`src/rtl/core/dzq_pkg.sv`:
```
// Package for the distance zone qualifier: payload types, widths, codes and constants.
package dzq_pkg;

  localparam int DIST_W    = 25;
  localparam int CNT_W     = 4;
  localparam int ECHO_W    = 32;
  localparam int CFG_IDX_W = 3;
  localparam int SEQ_W     = 2;

  // Configuration register indexes
  localparam logic [CFG_IDX_W-1:0] REG_NEAR_LIMIT    = 3'd0;
  localparam logic [CFG_IDX_W-1:0] REG_MID_LOW       = 3'd1;
  localparam logic [CFG_IDX_W-1:0] REG_MID_HIGH      = 3'd2;
  localparam logic [CFG_IDX_W-1:0] REG_FAR_LOW       = 3'd3;
  localparam logic [CFG_IDX_W-1:0] REG_FAR_HIGH      = 3'd4;
  localparam logic [CFG_IDX_W-1:0] REG_STOP_LIMIT    = 3'd5;
  localparam logic [CFG_IDX_W-1:0] REG_QUALIFY_COUNT = 3'd6;

  // Register reset values
  localparam logic [DIST_W-1:0] NEAR_LIMIT_RST    = 25'd1700;
  localparam logic [DIST_W-1:0] MID_LOW_RST       = 25'd1800;
  localparam logic [DIST_W-1:0] MID_HIGH_RST      = 25'd4500;
  localparam logic [DIST_W-1:0] FAR_LOW_RST       = 25'd4600;
  localparam logic [DIST_W-1:0] FAR_HIGH_RST      = 25'd6300;
  localparam logic [DIST_W-1:0] STOP_LIMIT_RST    = 25'd6500;
  localparam logic [CNT_W-1:0]  QUALIFY_COUNT_RST = 4'd3;

  // Band / display sequence codes
  localparam logic [SEQ_W-1:0] SEQ_NEAR = 2'd0;
  localparam logic [SEQ_W-1:0] SEQ_MID  = 2'd1;
  localparam logic [SEQ_W-1:0] SEQ_FAR  = 2'd2;
  localparam logic [SEQ_W-1:0] SEQ_STOP = 2'd3;
  localparam logic [SEQ_W-1:0] SHOWN_NONE = SEQ_STOP;

  // Request types
  localparam logic REQ_ECHO = 1'b0;
  localparam logic REQ_TICK = 1'b1;

  // distance = t*340/80000 = floor(floor(t*17/32) / 125)
  // The divide by 125 uses a reciprocal that is at most one low, then one correction.
  localparam int                PRE_SHIFT   = 5;
  localparam int                RECIP_SHIFT = 38;
  localparam logic [31:0]       RECIP_125   = 32'd2199023255; // floor(2^38 / 125)
  localparam logic [32:0]       DIV_125     = 33'd125;

  typedef struct packed {
    logic              req_type;
    logic [ECHO_W-1:0] echo_time;
  } in_item_t;

  typedef struct packed {
    logic              fired;
    logic [SEQ_W-1:0]  sequence_res;
    logic              stopped;
    logic [DIST_W-1:0] distance;
  } out_item_t;

  // Item leaving the conversion pipeline
  typedef struct packed {
    logic              req_type;
    logic [DIST_W-1:0] distance;
  } conv_item_t;

  // Configuration register bank
  typedef struct packed {
    logic [DIST_W-1:0] near_limit;
    logic [DIST_W-1:0] mid_low;
    logic [DIST_W-1:0] mid_high;
    logic [DIST_W-1:0] far_low;
    logic [DIST_W-1:0] far_high;
    logic [DIST_W-1:0] stop_limit;
    logic [CNT_W-1:0]  qualify_count;
  } cfg_regs_t;

endpackage

```
`src/rtl/core/dzq_convert.sv`:
```
// Three-stage pipeline that converts an echo time into a distance.
module dzq_convert
  import dzq_pkg::*;
(
  input  logic       clk,
  input  logic       rst,
  input  logic       up_valid,
  output logic       up_stall,
  input  in_item_t   up_data,
  output logic       dn_valid,
  input  logic       dn_stall,
  output conv_item_t dn_data
);

  // Stage valids and per-stage ready
  logic v1, v2, v3;
  logic rdy1, rdy2, rdy3;

  // Stage 1: t*17/32
  logic              s1_req;
  logic [31:0]       s1_q1;
  logic [36:0]       t17;

  // Stage 2: reciprocal product
  logic              s2_req;
  logic [31:0]       s2_q1;
  logic [63:0]       prod;
  logic [25:0]       s2_qest;

  // Stage 3: corrected quotient
  logic [32:0]       q125;
  logic [32:0]       rem;
  logic [25:0]       qfix;
  conv_item_t        s3;

  assign rdy3     = !v3 || !dn_stall;
  assign rdy2     = !v2 || rdy3;
  assign rdy1     = !v1 || rdy2;
  assign up_stall = !rdy1;

  assign t17  = {up_data.echo_time, 4'b0} + {5'b0, up_data.echo_time};
  assign prod = {32'b0, s1_q1} * {32'b0, RECIP_125};

  // Estimate is exact or one low; fix with one compare
  assign q125 = {7'b0, s2_qest} * DIV_125;
  assign rem  = {1'b0, s2_q1} - q125;
  assign qfix = (rem >= DIV_125) ? s2_qest + 26'd1 : s2_qest;

  // Valid bits
  always_ff @(posedge clk) begin
    if (rst) begin
      v1 <= 1'b0;
      v2 <= 1'b0;
      v3 <= 1'b0;
    end else begin
      if (rdy1) v1 <= up_valid;
      if (rdy2) v2 <= v1;
      if (rdy3) v3 <= v2;
    end
  end

  // Payload registers
  always_ff @(posedge clk) begin
    if (rdy1) begin
      s1_req <= up_data.req_type;
      s1_q1  <= t17[36:PRE_SHIFT];
    end
    if (rdy2) begin
      s2_req  <= s1_req;
      s2_q1   <= s1_q1;
      s2_qest <= prod[RECIP_SHIFT+25:RECIP_SHIFT];
    end
    if (rdy3) begin
      s3.req_type <= s2_req;
      s3.distance <= qfix[DIST_W-1:0];
    end
  end

  assign dn_valid = v3;
  assign dn_data  = s3;

endmodule

```
`src/rtl/core/dzq_zone.sv`:
```
// Zone state: band classification, qualify counters, shown sequence and result register.
module dzq_zone
  import dzq_pkg::*;
(
  input  logic       clk,
  input  logic       rst,
  input  cfg_regs_t  cfg,
  input  logic       up_valid,
  output logic       up_stall,
  input  conv_item_t up_data,
  output logic       out_valid,
  input  logic       out_stall,
  output out_item_t  out_data
);

  logic [DIST_W-1:0] cur_dist, cur_dist_next;
  logic              seen, seen_next;
  logic [CNT_W-1:0]  cnt [4];
  logic [CNT_W-1:0]  cnt_next [4];
  logic [SEQ_W-1:0]  shown_band, shown_band_next;
  logic              stop_flag, stop_flag_next;
  logic              fired_next;
  logic [SEQ_W-1:0]  seq_next;

  logic              near_hit, mid_hit, far_hit, stop_hit, take;
  logic [SEQ_W-1:0]  band;
  logic [CNT_W-1:0]  bumped;
  logic              load;

  assign up_stall = out_valid && out_stall;
  assign load     = up_valid && !up_stall;

  // Band tests on the held distance, in priority order
  assign near_hit = (cur_dist < cfg.near_limit) && (shown_band != SEQ_NEAR);
  assign mid_hit  = (cfg.mid_low < cur_dist) && (cur_dist < cfg.mid_high)
                    && (shown_band != SEQ_MID);
  assign far_hit  = (cfg.far_low < cur_dist) && (cur_dist < cfg.far_high)
                    && (shown_band != SEQ_FAR);
  assign stop_hit = cur_dist > cfg.stop_limit;

  always_comb begin
    take = 1'b1;
    if (near_hit)     band = SEQ_NEAR;
    else if (mid_hit) band = SEQ_MID;
    else if (far_hit) band = SEQ_FAR;
    else begin
      band = SEQ_STOP;
      take = stop_hit;
    end
  end

  assign bumped = cnt[band] + 4'd1;

  // Next state for one item
  always_comb begin
    cur_dist_next   = cur_dist;
    seen_next       = seen;
    shown_band_next = shown_band;
    stop_flag_next  = stop_flag;
    fired_next      = 1'b0;
    seq_next        = SEQ_NEAR;
    for (int k = 0; k < 4; k++) cnt_next[k] = cnt[k];

    if (!stop_flag) begin
      if (up_data.req_type == REQ_ECHO) begin
        if (seen) cur_dist_next = up_data.distance;
        seen_next = 1'b1;
      end else if (take) begin
        if (bumped == cfg.qualify_count) begin
          cnt_next[band] = '0;
          fired_next     = 1'b1;
          seq_next       = band;
          if (band == SEQ_STOP) stop_flag_next  = 1'b1;
          else                  shown_band_next = band;
        end else begin
          for (int k = 0; k < 4; k++) cnt_next[k] = '0;
          cnt_next[band] = bumped;
        end
      end
    end
  end

  // State and result register
  always_ff @(posedge clk) begin
    if (rst) begin
      cur_dist   <= '0;
      seen       <= 1'b0;
      shown_band <= SHOWN_NONE;
      stop_flag  <= 1'b0;
      out_valid  <= 1'b0;
      for (int k = 0; k < 4; k++) cnt[k] <= '0;
    end else begin
      if (!up_stall) out_valid <= up_valid;
      if (load) begin
        cur_dist   <= cur_dist_next;
        seen       <= seen_next;
        shown_band <= shown_band_next;
        stop_flag  <= stop_flag_next;
        for (int k = 0; k < 4; k++) cnt[k] <= cnt_next[k];
      end
    end
  end

  always_ff @(posedge clk) begin
    if (load) begin
      out_data.fired        <= fired_next;
      out_data.sequence_res <= seq_next;
      out_data.stopped      <= stop_flag_next;
      out_data.distance     <= cur_dist_next;
    end
  end

  // Stop is sticky until reset
  a_stop_sticky: assert property (@(posedge clk) disable iff (rst)
    stop_flag |=> stop_flag)
    else $error("stop flag cleared without reset");

  // A blank sequence result always reports the block stopped
  a_stop_fire: assert property (@(posedge clk) disable iff (rst)
    out_valid && out_data.fired && (out_data.sequence_res == SEQ_STOP) |-> out_data.stopped)
    else $error("stop fired but block not stopped");

  // A non-firing result carries sequence zero
  a_idle_seq: assert property (@(posedge clk) disable iff (rst)
    out_valid && !out_data.fired |-> (out_data.sequence_res == SEQ_NEAR))
    else $error("sequence set without fire");

  // A fired display band is the one now shown
  a_shown: assert property (@(posedge clk) disable iff (rst)
    out_valid && out_data.fired && (out_data.sequence_res != SEQ_STOP)
    |-> (shown_band == out_data.sequence_res))
    else $error("fired band not recorded as shown");

endmodule

```
`src/rtl/core/distance_zone_qualifier_unit.sv`:
```
// Stages: 3 conversion stages and 1 zone stage between input transfer and result.
// Throughput: one item per cycle unless out_stall holds it; the reciprocal multiply
// and its correction are pipelined ahead of the zone state, outside its state loop.
// Reset (rst, synchronous): limits return to defaults, counters clear, no sequence
// shown, not stopped, pipeline empty. No clearing pass is needed.
// Top level: configuration registers, echo conversion pipeline and zone state.
module distance_zone_qualifier_unit
  import dzq_pkg::*;
(
  input  logic                 clk,
  input  logic                 rst,
  input  logic                 in_valid,
  output logic                 in_stall,
  input  in_item_t             in_data,
  output logic                 out_valid,
  input  logic                 out_stall,
  output out_item_t            out_data,
  input  logic                 cfg_valid,
  output logic                 cfg_ready,
  input  logic [CFG_IDX_W-1:0] cfg_index,
  input  logic [DIST_W-1:0]    cfg_data
);

  cfg_regs_t  cfg;
  logic       conv_valid;
  logic       conv_stall;
  conv_item_t conv_data;

  assign cfg_ready = 1'b1;

  // Configuration register writes
  always_ff @(posedge clk) begin
    if (rst) begin
      cfg.near_limit    <= NEAR_LIMIT_RST;
      cfg.mid_low       <= MID_LOW_RST;
      cfg.mid_high      <= MID_HIGH_RST;
      cfg.far_low       <= FAR_LOW_RST;
      cfg.far_high      <= FAR_HIGH_RST;
      cfg.stop_limit    <= STOP_LIMIT_RST;
      cfg.qualify_count <= QUALIFY_COUNT_RST;
    end else if (cfg_valid && cfg_ready) begin
      unique case (cfg_index)
        REG_NEAR_LIMIT:    cfg.near_limit    <= cfg_data;
        REG_MID_LOW:       cfg.mid_low       <= cfg_data;
        REG_MID_HIGH:      cfg.mid_high      <= cfg_data;
        REG_FAR_LOW:       cfg.far_low       <= cfg_data;
        REG_FAR_HIGH:      cfg.far_high      <= cfg_data;
        REG_STOP_LIMIT:    cfg.stop_limit    <= cfg_data;
        REG_QUALIFY_COUNT: cfg.qualify_count <= cfg_data[CNT_W-1:0];
        default: ;
      endcase
    end
  end

  dzq_convert u_convert (
    .clk      (clk),
    .rst      (rst),
    .up_valid (in_valid),
    .up_stall (in_stall),
    .up_data  (in_data),
    .dn_valid (conv_valid),
    .dn_stall (conv_stall),
    .dn_data  (conv_data)
  );

  dzq_zone u_zone (
    .clk       (clk),
    .rst       (rst),
    .cfg       (cfg),
    .up_valid  (conv_valid),
    .up_stall  (conv_stall),
    .up_data   (conv_data),
    .out_valid (out_valid),
    .out_stall (out_stall),
    .out_data  (out_data)
  );

endmodule

```
`config.mk`:
```
export PLATFORM = sky130hd
export DESIGN_NAME = distance_zone_qualifier_unit
export DESIGN_NICKNAME = d
export VERILOG_FILES = /design/src/rtl/core/dzq_pkg.sv /design/src/rtl/core/dzq_convert.sv /design/src/rtl/core/dzq_zone.sv /design/src/rtl/core/distance_zone_qualifier_unit.sv
export SDC_FILE = /design/constraint.sdc
export NUM_CORES = 2
export LEC_CHECK = 0
export ABC_AREA = 1
export BUFFER_PORTS_ARGS = -buffer_cell sky130_fd_sc_hd__buf_2
export CAP_MARGIN = 20
export CORE_AREA = 4 4 279 281
export DETAILED_ROUTE_END_ITERATION = 16
export DIE_AREA = 0 0 283 285
export GPL_ROUTABILITY_DRIVEN = 0
export GPL_TIMING_DRIVEN = 0
export PLACE_DENSITY_LB_ADDON = 0.12
export SYNTH_ARGS = -nofsm -noshare
export SYNTH_HDL_FRONTEND = slang
export SYNTH_HIERARCHICAL = 1
export SYNTH_SLANG_ARGS = --single-unit
```
`constraint.sdc`:
```
create_clock -name clk -period 6.1 [get_ports clk]
set_input_delay 0.61 -clock clk [delete_from_list [all_inputs] [get_ports clk]]
set_output_delay 0.61 -clock clk [all_outputs]
set_load 0.1 [all_outputs]
```
After elaboration in Yosys (flattened, before gate mapping)
Memory sizes are Yosys's and may differ from the RTL's.
Index checks and enable logic that the tools add are counted.
{ "word_totals": {"register_bits": 334, "ramBits": 16, "out_inout_bits": 32, "input_bits": 66, "mem_count": 1, "wordCells": 125} }
{ "mem_list": {"columns": ["memory", "words", "word_bits", "rd", "rd_ports_with_merged_regs", "write_ports", "line", "rtl"], "rows": [
  ["u_zone.cnt", 4, 4, 5, 0, 4, "dzq_zone.sv:18", "logic [CNT_W-1:0] cnt [4];"]
]} }
{ "op_classes": {"bitwise_logic": 13, "n_mul": 2, "mux": 31, "add_sub_neg": 4, "n_reduce_logical": 29, "order_cmp": 9, "eq_ne": 10} }
{ "ops": {"columns": ["operator", "count"], "rows": [
  ["$lt 25x25->1", 5],
  ["$mux 25", 4],
  ["$mul 32x32->64 const B", 1],
  ["$mux 16", 4],
  ["$add 36x32->37", 1],
  ["$ge 33x7->1 const B", 1],
  ["$mul 26x7->33 const B", 1],
  ["$sub 32x33->33", 1],
  ["$and 16x16->16", 2],
  ["$add 25x1->25 const B", 1],
  ["$gt 25x25->1", 1],
  ["$mux 4", 5],
  ["$not 16->16", 1],
  ["$mux 1", 15],
  ["$reduce_and 2->1", 7],
  ["$eq 3x3->1 const B", 3],
  ["$demux 4 s2", 1],
  ["$logic_and 1x1->1", 8],
  ["$eq 3x2->1 const B", 2],
  ["$reduce_and 6->1", 1],
  ["$logic_not 1->1", 5],
  ["$not 1->1", 5],
  ["$add 4x1->4 const B", 1],
  ["$eq 4x4->1", 1],
  ["15 further kinds", 21]
]} }

Logic depth before layout (Yosys ltp)
{ "logic_depth": {"word_depth": 18, "depth_mapped": 31, "ltp_nobuf": 29} }

Cells and area by module
Netlist, hierarchy kept.
{ "by_module_without_submodules": {"columns": ["module", "seq_area_each_um2", "cells_each", "area_each_um2", "n_inst"], "rows": [
  ["dzq_convert", 3603.5, 3572, 30543.0, 1],
  ["dzq_zone", 1951.9, 1048, 7507.2, 1],
  ["distance_zone_qualifier_unit", 3083.0, 845, 5990.7, 1]
]} }

Worst setup path before layout
OpenSTA, ideal clock, no wires.
{ "synth_path": {"path_kind": "register to register", "from": "register u_convert.s1_q1[18]", "to": "register u_convert.s2_qest[20], data pin", "path_slack_ps": -259, "setup_ps": 265, "n_path_buf": 0, "period_less_slack_ps": 6359, "stages_incl_launch_ff": 23, "arrival_ps": 6094, "required_ps": 5835, "path_cell_list": "edfxtp_1 ha_1 fa_1 fa_1 inv_1 fa_1 inv_1 fa_1 fa_1 fa_1 inv_1 fa_1 inv_1 ha_1 nand2_1 nor2_1 inv_1 nor4_1 nand4_1 nand3_1 nand3_1 o21ai_0 xor2_1"} }
{ "synth_via": {"elab_chain_len": 1} }
{ "synth_rtl": {"columns": ["element", "line", "rtl"], "rows": [
  ["start, declared", "dzq_convert.sv:21", "logic [31:0] s1_q1;"],
  ["start signal, assigned", "dzq_convert.sv:66", "s1_q1 <= t17[36:PRE_SHIFT];"],
  ["$mul 32x32->64", "dzq_convert.sv:42", "assign prod = {32'b0, s1_q1} * {32'b0, RECIP_125};"],
  ["net u_convert.prod[58]", "dzq_convert.sv:27", "logic [63:0] prod;"],
  ["end signal, assigned", "dzq_convert.sv:71", "s2_qest <= prod[RECIP_SHIFT+25:RECIP_SHIFT];"],
  ["end, declared", "dzq_convert.sv:28", "logic [25:0] s2_qest;"]
]} }
The timed path passes the listed nets, and every way through them passes these cells.
A chain may end at the register's enable or synchronous reset.

Worst setup path in the final report
{ "layout_path": {"from": "register u_convert.s1_q1[29]", "to": "register u_convert.s2_qest[20], data pin"} }
The elaborated chain is that of the path after synthesis.

==> flow_summary.json <==
{
  "synth.most_common_cell": "inv_1",
  "rows": 101,
  "clk_latency_ns": 0.59,
  "cts_tree": "yes",
  "yosys-top-cells-area": "fa_1 (22%), ha_1 (20%), inv_1 (12%)",
  "fin_crit_sh_pct": 106.9,
  "viasPerCell": 5.377,
  "clk_path_buf_depth": 3,
  "fp.dieArea_sq_um": 80660,
  "fin_util_pct": 68.54,
  "setup_slack_ns": -0.4194,
  "cts_sinks": 350,
  "dr_total_vias": 37010,
  "drc": 0,
  "hold_viol": 0,
  "drt_pass1_iterations": 6,
  "yosys_most_used_dff": "dfxtp_1",
  "io_buffers": 96,
  "instances_no_fill": 6883,
  "ant_nets": 0,
  "grt_pass1_vias": 37330,
  "drive_gt1_share_pct": 15.68,
  "gr-total-overflow": 0,
  "drtIter0Drc": 2567,
  "avgSynthCellArea_sq_um": 8.059,
  "rsz0062_at_grt": "yes",
  "netlist_instances": 5465,
  "status": "finished, violations left",
  "dp_hpwl_mm": 101.7,
  "core-area_sq_um": 75440,
  "netlist.area_leader.share_pct": 21.96,
  "crit_top_cell": "inv_2",
  "synth_edf_count": 163,
  "cp_top_family": "adder cells",
  "grt_pass1_wl_mm": 202.4,
  "fillers": 6035,
  "violations": "setup timing",
  "cp.required_ns": 6.42,
  "ys_warn_count": 6,
  "grt_max_degree": 48,
  "crit_slowest_cell": "fa_2",
  "clock_skew_ns": 0.03273,
  "min_period_ns": 6.519,
  "diodes": 0,
  "slew_viol_final": 0,
  "maxCapViolCount": 0,
  "async_flop_share_pct": 0,
  "h-tree-depth": 2,
  "worst-path-max-fanout": 4,
  "synth_seq_cells": 350,
  "dp.cells": 6542,
  "setup.worst_path.start_class": "flop",
  "root_buffer": "clkbuf_16",
  "numCtsBuffers": 42,
  "final_nets": 7114,
  "crit_chain": "ha_4 > inv_2 > fa_1 > inv_2 > fa_1 > inv_2 > fa_2 > inv_2 > fa_1 > fa_2 > fa_1 > inv_2 > fa_1 > inv_2 > ha_4 > nand2_4 > nor2_4 > inv_4 > nor4_4 > nand4_1 > nand3_2 > nand3_4 > o21ai_2 > xor2_1",
  "fmax_ghz": 0.1534,
  "ioPinCount": 98,
  "min_path_type": "primary input to flop",
  "syn_area_sq_um": 44040,
  "totalWireLength_mm": 130.3,
  "start_util_pct": 58.38,
  "routedWlPerCell_um": 18.93,
  "endpoint_kind": "flop",
  "dieWidth_um": 283,
  "path_buf_inv": 7,
  "yosys.area.top_type": "fa_1",
  "setup-violations-final": 26,
  "yosys-top-cells-count": "inv_1 (1385), nand2_1 (940), ha_1 (693), nor2_1 (511), fa_1 (483)",
  "synth_fp_nets": 6707,
  "critPathArrivalTime_ns": 6.84,
  "crit_type": "flop to flop",
  "seq_area_frac_synth_pct": 19.61,
  "tightest_slew_ns": 0.7605,
  "areaGrowthSynthToFinish_pct": 17.42,
  "maxSlewHeadroom_pct": 49.30,
  "r2r_slack_ns": -0.42,
  "antenna_found_initial": 0,
  "critical-path-max-stage-delay_ns": 0.54,
  "die_h_um": 285,
  "grt_usage_pct": 32.02,
  "synth.distinct_cells": 55,
  "cts.clk_slew.worst_paths_ns": 0.06
}
## flip-flops by register name, indices dropped and copies added, names as in the netlist, 2 cells and up
| signal | count |
|---|---|
| u_convert/s2_qest | 26 |
| u_convert/s1_q1 | 32 |
| u_zone/cnt | 16 |
| u_zone/out_data | 29 |
| u_zone/cur_dist | 25 |
| cfg | 154 |
| u_zone/shown_band | 2 |
| u_convert/s2_q1 | 32 |
| u_convert/dn_data | 26 |
## worst paths after layout
kind              cells past startpoint                     startpoint                              end
setup / recovery                     24  u_convert/s1_q1[29]$_DFFE_PN_  u_convert/s2_qest[20]$_DFFE_PP_
hold / removal                        1                    in_data[32]       u_convert/s1_req$_DFFE_PN_
setup reg to reg                     24  u_convert/s1_q1[29]$_DFFE_PN_  u_convert/s2_qest[20]$_DFFE_PP_
hold reg to reg                       0     u_convert/s2_req$_DFFE_PP_  u_convert/dn_data[25]$_DFFE_PP_
## cell families after synthesis
group / share of synthesized area [%]
other: 0.008515
adders and majority gates: 41.64
and+or+nand+nor: 18.64
AOI/OAI and AO/OA: 5.517
DFF: 19.61
xor gates and xnor gates: 1.710
buffers and inverters: 12.86
## worst reg2reg max path, stage by stage, from the launching register on
cell and delay (ns):
edfxtp_1 0.53, ha_4 0.34, inv_2 0.04, fa_1 0.49, inv_2 0.05, fa_1 0.53
inv_2 0.06, fa_2 0.54, inv_2 0.04, fa_1 0.49, fa_2 0.44, fa_1 0.51
inv_2 0.04, fa_1 0.54, inv_2 0.05, ha_4 0.30, nand2_4 0.07, nor2_4 0.15
inv_4 0.05, nor4_4 0.29, nand4_1 0.17, nand3_2 0.18, nand3_4 0.11, o21ai_2 0.16
xor2_1 0.09
## layout make-up
type | count | area, sq um | share of cell area, %
tap | 978 | 1224 | 2.366
inverter | 1399 | 5296 | 10.24
clock buffer | 48 | 1094 | 2.115
sequential | 350 | 8638 | 16.70
multi-input combinational | 3637 | 31880 | 61.66
clock inverter | 29 | 296.5 | 0.5734
buffer | 79 | 411.6 | 0.7961
timing repair buffer | 363 | 2867 | 5.543
## per-stage QoR
stage	setup WS [ns]	instance area [sq um]	setup TNS [ns]	hold WS [ns]
6_report	-0.4194	51710	-6.780	0.2085
5_1_grt	-0.5320	51710	-10.68	0.1898
4_1_cts	-0.2651	50100	-4.822	0.1737
3_5_place_dp	-1.258	46310	-25.01	0.4132
3_3_place_gp	-1.234	46240	-23.93	0.4066
2_1_floorplan	-0.08715	44540	-0.1749	0.4003
## cell usage in the layout (no fill, tap or decap), types with 9 or more instances in the layout
cell and instances:
nand3b_1 11, clkinv_2 9, edfxtp_1 163, nand2_1 899, clkbuf_1 23, ha_2 10
inv_2 84, o21ai_1 11, dfxtp_1 187, buf_4 228, a31oi_1 19, nor3_1 25
a21oi_2 37, ha_4 83, a21o_1 21, o21a_1 11, nand2_4 21, o21ai_0 78
buf_6 33, nand2_2 34, buf_12 19, buf_2 128, nand4_1 62, a21oi_1 213
a21oi_4 9, xor2_1 61, nand3_1 290, fa_1 449, nand3_2 15, nor2_2 25
clkinv_1 11, clkbuf_16 42, fa_2 34, ha_1 600, xnor2_1 24, buf_1 12
clkinvlp_4 12, nor2_4 38, inv_1 1301, nor2_1 470
## per-layer routing
layer	wire, um	vias up	track usage (%)
met5	0	-	0
met4	9651	0	18.55
met3	8279	415	4.293
met2	61820	1331	55.30
met1	50570	17560	38.53
li1	-	17700	-
## timing repair
action	4_1_cts	5_1_grt
endpoints found under the setup margin	26	51
hold buffers	0	0
setup buffers	161	106
hold endpoints to repair	0	0
pin swaps	127	117
gates resized for setup	223	229
Power is left out: the tool's default activity adds up to more than one toggle a clock period on the data nets, which glitch-free logic cannot reach.
